<file path="src/hw/rtl/awbs_pkg.sv">
`timescale 1ns / 1ps
// shared types and constants for the write burst beat serializer
// no dependencies; imported by every module of the block

package awbs_pkg;

	localparam int ADDR_W   = 64;
	localparam int ID_W     = 8;
	localparam int LEN_W    = 8;
	localparam int SIZE_W   = 3;
	localparam int BURST_W  = 2;
	localparam int DATA_W   = 64;
	localparam int STRB_W   = 8;
	// beat index is at most 255, shifted by at most 7
	localparam int OFFS_W   = 16;
	localparam int Q_DEPTH  = 2;
	localparam int Q_PTR_W  = 1;
	localparam int Q_CNT_W  = 2;

	typedef enum logic [1:0] {
		MODE_START = 2'd0,
		MODE_STAGE = 2'd1,
		MODE_PUSH  = 2'd2,
		MODE_CLEAR = 2'd3
	} mode_t;

	// one classified word, front to back
	typedef struct packed {
		logic                accepted;
		logic                beat_valid;
		logic [ID_W-1:0]     id;
		logic [ADDR_W-1:0]   base;
		logic [OFFS_W-1:0]   offset;
		logic [LEN_W-1:0]    len;
		logic [SIZE_W-1:0]   size;
		logic [BURST_W-1:0]  burst;
		logic [DATA_W-1:0]   data;
		logic [STRB_W-1:0]   strb;
		logic                last;
		logic                first;
		logic                burst_done;
	} result_t;

endpackage

</file>
<file path="src/hw/rtl/awbs_front.sv">
`timescale 1ns / 1ps
// front end: accepts words, holds burst state and classifies each request
// depends on awbs_pkg

module awbs_front import awbs_pkg::*; #(
	parameter int DATA_BITS = 64
) (
	input  logic                clk,
	input  logic                arst_n,
	input  logic                in_valid,
	output logic                in_ready,
	input  logic [1:0]          mode,
	input  logic [ID_W-1:0]     aw_id,
	input  logic [ADDR_W-1:0]   aw_addr,
	input  logic [LEN_W-1:0]    aw_len,
	input  logic [SIZE_W-1:0]   aw_size,
	input  logic [BURST_W-1:0]  aw_burst,
	input  logic [DATA_W-1:0]   wr_data,
	input  logic [STRB_W-1:0]   wr_strb,
	input  logic                downstream_ready,
	output logic                res_valid,
	input  logic                res_ready,
	output result_t             res
);

	localparam int DW = (DATA_BITS < DATA_W) ? DATA_BITS : DATA_W;
	localparam int SW = ((DATA_BITS / 8) < STRB_W) ? (DATA_BITS / 8) : STRB_W;

	logic                busy_q, done_q, staged_q;
	logic [LEN_W-1:0]    pos_q;
	logic                busy_n, done_n, staged_n;
	logic [LEN_W-1:0]    pos_n;
	logic                load_en, stage_en, take;

	logic [ID_W-1:0]     id_q;
	logic [ADDR_W-1:0]   base_q;
	logic [LEN_W-1:0]    len_q;
	logic [SIZE_W-1:0]   size_q;
	logic [BURST_W-1:0]  burst_q;
	logic [DW-1:0]       sdata_q;
	logic [SW-1:0]       sstrb_q;

	assign in_ready  = res_ready;
	assign res_valid = in_valid;
	assign take      = in_valid && res_ready;

	always_comb begin
		busy_n   = busy_q;
		done_n   = done_q;
		staged_n = staged_q;
		pos_n    = pos_q;
		load_en  = 1'b0;
		stage_en = 1'b0;
		res      = '0;
		unique case (mode_t'(mode))
			MODE_START: begin
				if (!busy_q) begin
					load_en      = 1'b1;
					busy_n       = 1'b1;
					done_n       = 1'b0;
					staged_n     = 1'b0;
					pos_n        = '0;
					res.accepted = 1'b1;
				end
			end
			MODE_STAGE: begin
				// while busy the beat index is always below the beat count
				if (busy_q) begin
					stage_en     = 1'b1;
					staged_n     = 1'b1;
					res.accepted = 1'b1;
				end
			end
			MODE_PUSH: begin
				if (busy_q && staged_q && downstream_ready) begin
					res.accepted   = 1'b1;
					res.beat_valid = 1'b1;
					res.id         = id_q;
					res.base       = base_q;
					res.offset     = OFFS_W'(pos_q) << size_q;
					res.len        = len_q;
					res.size       = size_q;
					res.burst      = burst_q;
					res.data       = DATA_W'(sdata_q);
					res.strb       = STRB_W'(sstrb_q);
					res.last       = (pos_q == len_q);
					res.first      = (pos_q == '0);
					pos_n          = pos_q + 1'b1;
					staged_n       = 1'b0;
					if (pos_q == len_q) begin
						busy_n = 1'b0;
						done_n = 1'b1;
					end
				end
			end
			MODE_CLEAR: begin
				busy_n       = 1'b0;
				done_n       = 1'b0;
				staged_n     = 1'b0;
				pos_n        = '0;
				res.accepted = 1'b1;
			end
			default: begin
			end
		endcase
		res.burst_done = done_n;
	end

	always_ff @(posedge clk or negedge arst_n) begin
		if (!arst_n) begin
			busy_q   <= 1'b0;
			done_q   <= 1'b0;
			staged_q <= 1'b0;
			pos_q    <= '0;
		end else if (take) begin
			busy_q   <= busy_n;
			done_q   <= done_n;
			staged_q <= staged_n;
			pos_q    <= pos_n;
		end
	end

	// burst fields and staged beat are only read once their flags say so
	always_ff @(posedge clk) begin
		if (take && load_en) begin
			id_q    <= aw_id;
			base_q  <= aw_addr;
			len_q   <= aw_len;
			size_q  <= aw_size;
			burst_q <= aw_burst;
		end
		if (take && stage_en) begin
			sdata_q <= wr_data[DW-1:0];
			sstrb_q <= wr_strb[SW-1:0];
		end
	end

endmodule

</file>
<file path="src/hw/rtl/awbs_queue.sv">
`timescale 1ns / 1ps
// two-entry word queue between front and back end
// depends on awbs_pkg

module awbs_queue import awbs_pkg::*; (
	input  logic     clk,
	input  logic     arst_n,
	input  logic     push_valid,
	output logic     push_ready,
	input  result_t  push_data,
	output logic     pop_valid,
	input  logic     pop_ready,
	output result_t  pop_data
);

	result_t               mem_q [Q_DEPTH];
	logic [Q_PTR_W-1:0]    wr_ptr_q, rd_ptr_q;
	logic [Q_CNT_W-1:0]    count_q;
	logic                  do_push, do_pop;

	assign push_ready = (count_q != Q_CNT_W'(Q_DEPTH));
	assign pop_valid  = (count_q != '0);
	assign pop_data   = mem_q[rd_ptr_q];
	assign do_push    = push_valid && push_ready;
	assign do_pop     = pop_valid && pop_ready;

	always_ff @(posedge clk or negedge arst_n) begin
		if (!arst_n) begin
			wr_ptr_q <= '0;
			rd_ptr_q <= '0;
			count_q  <= '0;
		end else begin
			if (do_push)
				wr_ptr_q <= wr_ptr_q + 1'b1;
			if (do_pop)
				rd_ptr_q <= rd_ptr_q + 1'b1;
			if (do_push && !do_pop)
				count_q <= count_q + 1'b1;
			else if (do_pop && !do_push)
				count_q <= count_q - 1'b1;
		end
	end

	always_ff @(posedge clk) begin
		if (do_push)
			mem_q[wr_ptr_q] <= push_data;
	end

endmodule

</file>
<file path="src/hw/rtl/awbs_back.sv">
`timescale 1ns / 1ps
// back end: forms the beat address and holds the output register
// depends on awbs_pkg

module awbs_back import awbs_pkg::*; (
	input  logic                clk,
	input  logic                arst_n,
	input  logic                q_valid,
	output logic                q_ready,
	input  result_t             q_data,
	output logic                out_valid,
	input  logic                out_ready,
	output logic                accepted,
	output logic                beat_valid,
	output logic [ID_W-1:0]     beat_id,
	output logic [ADDR_W-1:0]   beat_addr,
	output logic [LEN_W-1:0]    beat_len,
	output logic [SIZE_W-1:0]   beat_size,
	output logic [BURST_W-1:0]  beat_burst,
	output logic [DATA_W-1:0]   beat_data,
	output logic [STRB_W-1:0]   beat_strb,
	output logic                beat_last,
	output logic                beat_first,
	output logic                burst_done
);

	logic valid_q;
	logic load;

	assign q_ready   = !valid_q || out_ready;
	assign load      = q_valid && q_ready;
	assign out_valid = valid_q;

	always_ff @(posedge clk or negedge arst_n) begin
		if (!arst_n)
			valid_q <= 1'b0;
		else if (q_ready)
			valid_q <= q_valid;
	end

	// base and offset are zero when no beat goes out, so the sum is too
	always_ff @(posedge clk) begin
		if (load) begin
			accepted   <= q_data.accepted;
			beat_valid <= q_data.beat_valid;
			beat_id    <= q_data.id;
			beat_addr  <= q_data.base + ADDR_W'(q_data.offset);
			beat_len   <= q_data.len;
			beat_size  <= q_data.size;
			beat_burst <= q_data.burst;
			beat_data  <= q_data.data;
			beat_strb  <= q_data.strb;
			beat_last  <= q_data.last;
			beat_first <= q_data.first;
			burst_done <= q_data.burst_done;
		end
	end

endmodule

</file>
<file path="src/hw/rtl/axi_write_burst_beat_serializer.sv">
`timescale 1ns / 1ps
// top level of the write burst beat serializer: front, queue, back
// depends on awbs_pkg, awbs_front, awbs_queue, awbs_back
//
//  channel   handshake             payload
//  input     in_valid / in_ready   mode, aw_*, wr_data, wr_strb, downstream_ready
//  output    out_valid / out_ready accepted, beat_*, burst_done
//
// one word per clock sustained while out_ready holds; taken words are queued, then registered
// the front updates burst state in the cycle a word is taken, the back adds the address
// a two-word queue sits between them, so in_ready drops only when the queue is full
// a stalled output holds its result while the queue takes words until it is full
// arst_n clears the burst state and empties queue and output register

module axi_write_burst_beat_serializer import awbs_pkg::*; #(
	parameter int DATA_BITS = 64
) (
	input  logic                clk,
	input  logic                arst_n,
	input  logic                in_valid,
	output logic                in_ready,
	input  logic [1:0]          mode,
	input  logic [ID_W-1:0]     aw_id,
	input  logic [ADDR_W-1:0]   aw_addr,
	input  logic [LEN_W-1:0]    aw_len,
	input  logic [SIZE_W-1:0]   aw_size,
	input  logic [BURST_W-1:0]  aw_burst,
	input  logic [DATA_W-1:0]   wr_data,
	input  logic [STRB_W-1:0]   wr_strb,
	input  logic                downstream_ready,
	output logic                out_valid,
	input  logic                out_ready,
	output logic                accepted,
	output logic                beat_valid,
	output logic [ID_W-1:0]     beat_id,
	output logic [ADDR_W-1:0]   beat_addr,
	output logic [LEN_W-1:0]    beat_len,
	output logic [SIZE_W-1:0]   beat_size,
	output logic [BURST_W-1:0]  beat_burst,
	output logic [DATA_W-1:0]   beat_data,
	output logic [STRB_W-1:0]   beat_strb,
	output logic                beat_last,
	output logic                beat_first,
	output logic                burst_done
);

	result_t fr_res, q_res;
	logic    fr_valid, fr_ready, q_valid, q_ready;

	awbs_front #(
		.DATA_BITS(DATA_BITS)
	) u_front (
		.clk              (clk),
		.arst_n           (arst_n),
		.in_valid         (in_valid),
		.in_ready         (in_ready),
		.mode             (mode),
		.aw_id            (aw_id),
		.aw_addr          (aw_addr),
		.aw_len           (aw_len),
		.aw_size          (aw_size),
		.aw_burst         (aw_burst),
		.wr_data          (wr_data),
		.wr_strb          (wr_strb),
		.downstream_ready (downstream_ready),
		.res_valid        (fr_valid),
		.res_ready        (fr_ready),
		.res              (fr_res)
	);

	awbs_queue u_queue (
		.clk        (clk),
		.arst_n     (arst_n),
		.push_valid (fr_valid),
		.push_ready (fr_ready),
		.push_data  (fr_res),
		.pop_valid  (q_valid),
		.pop_ready  (q_ready),
		.pop_data   (q_res)
	);

	awbs_back u_back (
		.clk        (clk),
		.arst_n     (arst_n),
		.q_valid    (q_valid),
		.q_ready    (q_ready),
		.q_data     (q_res),
		.out_valid  (out_valid),
		.out_ready  (out_ready),
		.accepted   (accepted),
		.beat_valid (beat_valid),
		.beat_id    (beat_id),
		.beat_addr  (beat_addr),
		.beat_len   (beat_len),
		.beat_size  (beat_size),
		.beat_burst (beat_burst),
		.beat_data  (beat_data),
		.beat_strb  (beat_strb),
		.beat_last  (beat_last),
		.beat_first (beat_first),
		.burst_done (burst_done)
	);

endmodule

</file>
<file path="config.mk">
export PLATFORM = sky130hd
export DESIGN_NAME = axi_write_burst_beat_serializer
export DESIGN_NICKNAME = d
export VERILOG_FILES = /design/src/hw/rtl/awbs_pkg.sv /design/src/hw/rtl/awbs_front.sv /design/src/hw/rtl/awbs_queue.sv /design/src/hw/rtl/awbs_back.sv /design/src/hw/rtl/axi_write_burst_beat_serializer.sv
export SDC_FILE = /design/constraint.sdc
export NUM_CORES = 1
export LEC_CHECK = 0
export BUFFER_PORTS_ARGS = -buffer_cell sky130_fd_sc_hd__buf_2
export CAP_MARGIN = 15
export CORE_UTILIZATION = 30
export DETAILED_ROUTE_END_ITERATION = 10
export HOLD_SLACK_MARGIN = 0.05
export PLACE_DENSITY = 0.49
export SLEW_MARGIN = 15
export SYNTH_ARGS = -nofsm -noshare
export SYNTH_HDL_FRONTEND = slang
export SYNTH_SLANG_ARGS = --single-unit
</file>
<file path="constraint.sdc">
create_clock -name clk -period 20.7 [get_ports clk]
set_input_delay 4.14 -clock clk [delete_from_list [all_inputs] [get_ports clk]]
set_output_delay 4.14 -clock clk [all_outputs]
set_load 0.005 [all_outputs]
</file>
==> results.tsv <==
metric	value	unit
ff2ff_path_depth	9	
min_period_over_period	32.2	%
synth_area_leaders	edfxtp_1 (75%), mux2_2 (5.5%), and2_1 (3.7%)	
grt_pass1_vias	14700	
synth_area_leader_cell	edfxtp_1	
synthCells	1543	
final_cell_mix	edfxtp_1 (673), buf_2 (327), and2_1 (158)	
finClkSkew	0.0219	ns
syn_area	26900	sq um
drt-initial-drc-count	831	
grt_max_degree	133	
drc	20	
drive_gt1_share	31.1	%
seq_area_frac_synth	76.6	%
firstDrtPassIters	8	
ant_nets	0	
cp-end-kind	flip-flop	
rows	109	
avgSynthCellArea	17.4	sq um
worstReg2RegStart	u_queue.rd_ptr_q	
rsz0062_at_grt	false	
hold_depth	1	
grt_overflow	0	
synth_top_cell_area_share	75.1	%
startpoint	in_valid	
clock-sinks	689	
synthFlopType	edfxtp_1	
ir_worst_vdd	79.3	uV
crit_top_cell	buf_4	
whs_endpoint	u_queue.count_q[1]	
wl_per_cell	19.4	um
crit_arrival	6.89	ns
worstPathRequired	20.93	ns
synth-seq-cells	689	
finish.utilization	36.5	%
wl	60.7	mm
synth_edf_count	673	
critPathKind	input port to flip-flop	
min_from	u_queue.count_q[1]	
r2r_end	u_back.beat_addr[58]	
rrSetupSlack	16.20	ns
grt.total_usage	13.3	%
antenna_found_initial	12	
gp_congestion	0.766	
tightest_slew	1.06	ns
root_buffer	clkbuf_16	
numCtsBuffers	76	
clockBufferDepth	3	
cts_resized	0	
cts_tree	built	
synth_nets	1726	
timing.final.ws_setup	14.04	ns
die_y	301	um
boundaryPins	328	
maxSlewHeadroom	29.1	%
via_per_inst	4.51	
synthArstFlopShare	2.32	%
post-route-min-period	6.66	ns
place_ws	13.32	ns
insertion_delay	0.60	ns
via_count	14100	
die_x	301	um
syn_to_final_growth	20.3	%
fin_nets	2084	
cts_setup_buffers	0	
port_buffers	327	
setup_viol	0	
core	88600	sq um
clk_pin_slew_worst_paths	0.06	ns
hold_class	flip-flop to flip-flop	
crit_slowest_cell	buf_4	
grt_pass1_wl	90.1	mm
dieArea	90900	sq um
start_kind	input port	
crit_path_max_incr_delay	0.84	ns
tns	0	ns
cts_max_level	3	
crit_path_cell_trace	buf_2 > nand2_1 > nor2_4 > buf_4 > buf_4	
violations	design-rule violations	
mostFrequentLayoutCell	edfxtp_1	
cap_violations	0	
hpwl	38.9	mm
path_max_fanout	64	
ys_warn_count	0	
outcome	complete, but fails checks	
leakagePower	11.5	nW
maxSlewViolCount	0	
ys_types	70	
timing.final.hold_violations	0	
cts_hold_buf	0	
initial_core_util	30.3	%
p_per_area	141	nW/um^2
fmax	150	MHz
routing by layer:
| layer | track usage [%] | share of wire [%] | vias up |
|---|---|---|---|
| li1 | - | - | 6632 |
| met1 | 17.1 | 43 | 7026 |
| met2 | 22.0 | 49 | 349 |
| met3 | 2.91 | 6.0 | 96 |
| met4 | 4.69 | 2.4 | 8 |
| met5 | 0 | 0.077 | - |
worst max-delay path by stage:
stage | to | slack [ns] | cells after the start
6_report | u_queue.mem_q[0][134] | 14.04 | 5
2_1_floorplan | u_front.base_q[0] | 7.52 | 2
4_1_cts | u_queue.mem_q[0][154] | 13.97 | 5
3_3_place_gp | u_queue.mem_q[1][160] | 13.37 | 5
3_5_place_dp | u_queue.mem_q[1][161] | 13.32 | 5
5_1_grt | u_queue.mem_q[0][155] | 13.84 | 5
final cells by class:
class,count,area [sq um]
diodes,2,5.00
clock buffers,88,2010
repair buffers,341,1750
clock inverters,52,487
inverters,15,66.3
well taps,1165,1460
multi-input cells,778,5950
flip-flops and latches,689,20600
fillers,8405,56300
flip-flops by register name, summed over array words and instances (netlist names), 2 cells and up:
register           flops
u_queue.mem_q        354
u_back.beat_burst      2
u_back.beat_size       3
u_back.beat_addr      64
u_back.beat_data      64
u_back.beat_strb       8
u_front.base_q        64
u_front.size_q         3
u_front.sdata_q       64
u_front.sstrb_q        8
u_front.id_q           8
u_back.beat_len        8
u_front.burst_q        2
u_queue.count_q        2
u_back.beat_id         8
u_front.pos_q          8
u_front.len_q          8
power breakdown:
part	internal [mW]	total (mW)	leakage, nW	switching, mW
logic	0.425	1.09	3.71	0.663
clock network	0.789	1.33	1.21	0.544
registers	2.01	2.14	6.59	0.132
total	3.22	4.56	11.5	1.34
synthesized netlist by cell type (24+ instances only):
master and instances:
edfxtp_1 673, and2_1 158, mux2_2 132, nor2_1 48
mux2i_1 46, xor2_1 43, nand2_1 40, xnor2_1 39
a21oi_1 38, nand3_1 36, clkbuf_1 30, buf_2 24
metrics by stage:
step	hold WS [ns]	instances	power, mW	area (sq um)
after floorplan	0.480	1543	2.88	26900
after global placement	0.499	2988	3.27	29800
after detailed placement	0.507	2988	3.28	29800
after CTS	0.518	3128	4.65	32300
after global routing	0.546	3129	4.81	32300
final	0.516	3130	4.56	32300
worst max-delay path, delay by kind of cell:
| kind | cells | cell delay [ns] |
|---|---|---|
| buf+inv | 3 | 1.71 |
| simple gates | 2 | 0.87 |
cells by family (layout without fill, tap and decap cells):
| group | count (synthesis) | after routing | synth area share, % |
|---|---|---|---|
| DFF | 689 | 689 | 76.6 |
| AOI/OAI and AO/OA | 118 | 118 | 3.00 |
| and+or+nand+nor | 381 | 381 | 8.19 |
| xor gates and xnor gates | 82 | 82 | 2.67 |
| buffers and inverters | 76 | 496 | 1.36 |
| muxes | 178 | 178 | 7.24 |
| other | 0 | 2 | 0 |
| adders and majority gates | 19 | 19 | 0.912 |
Note: power is estimated with default switching activity, not from simulation.
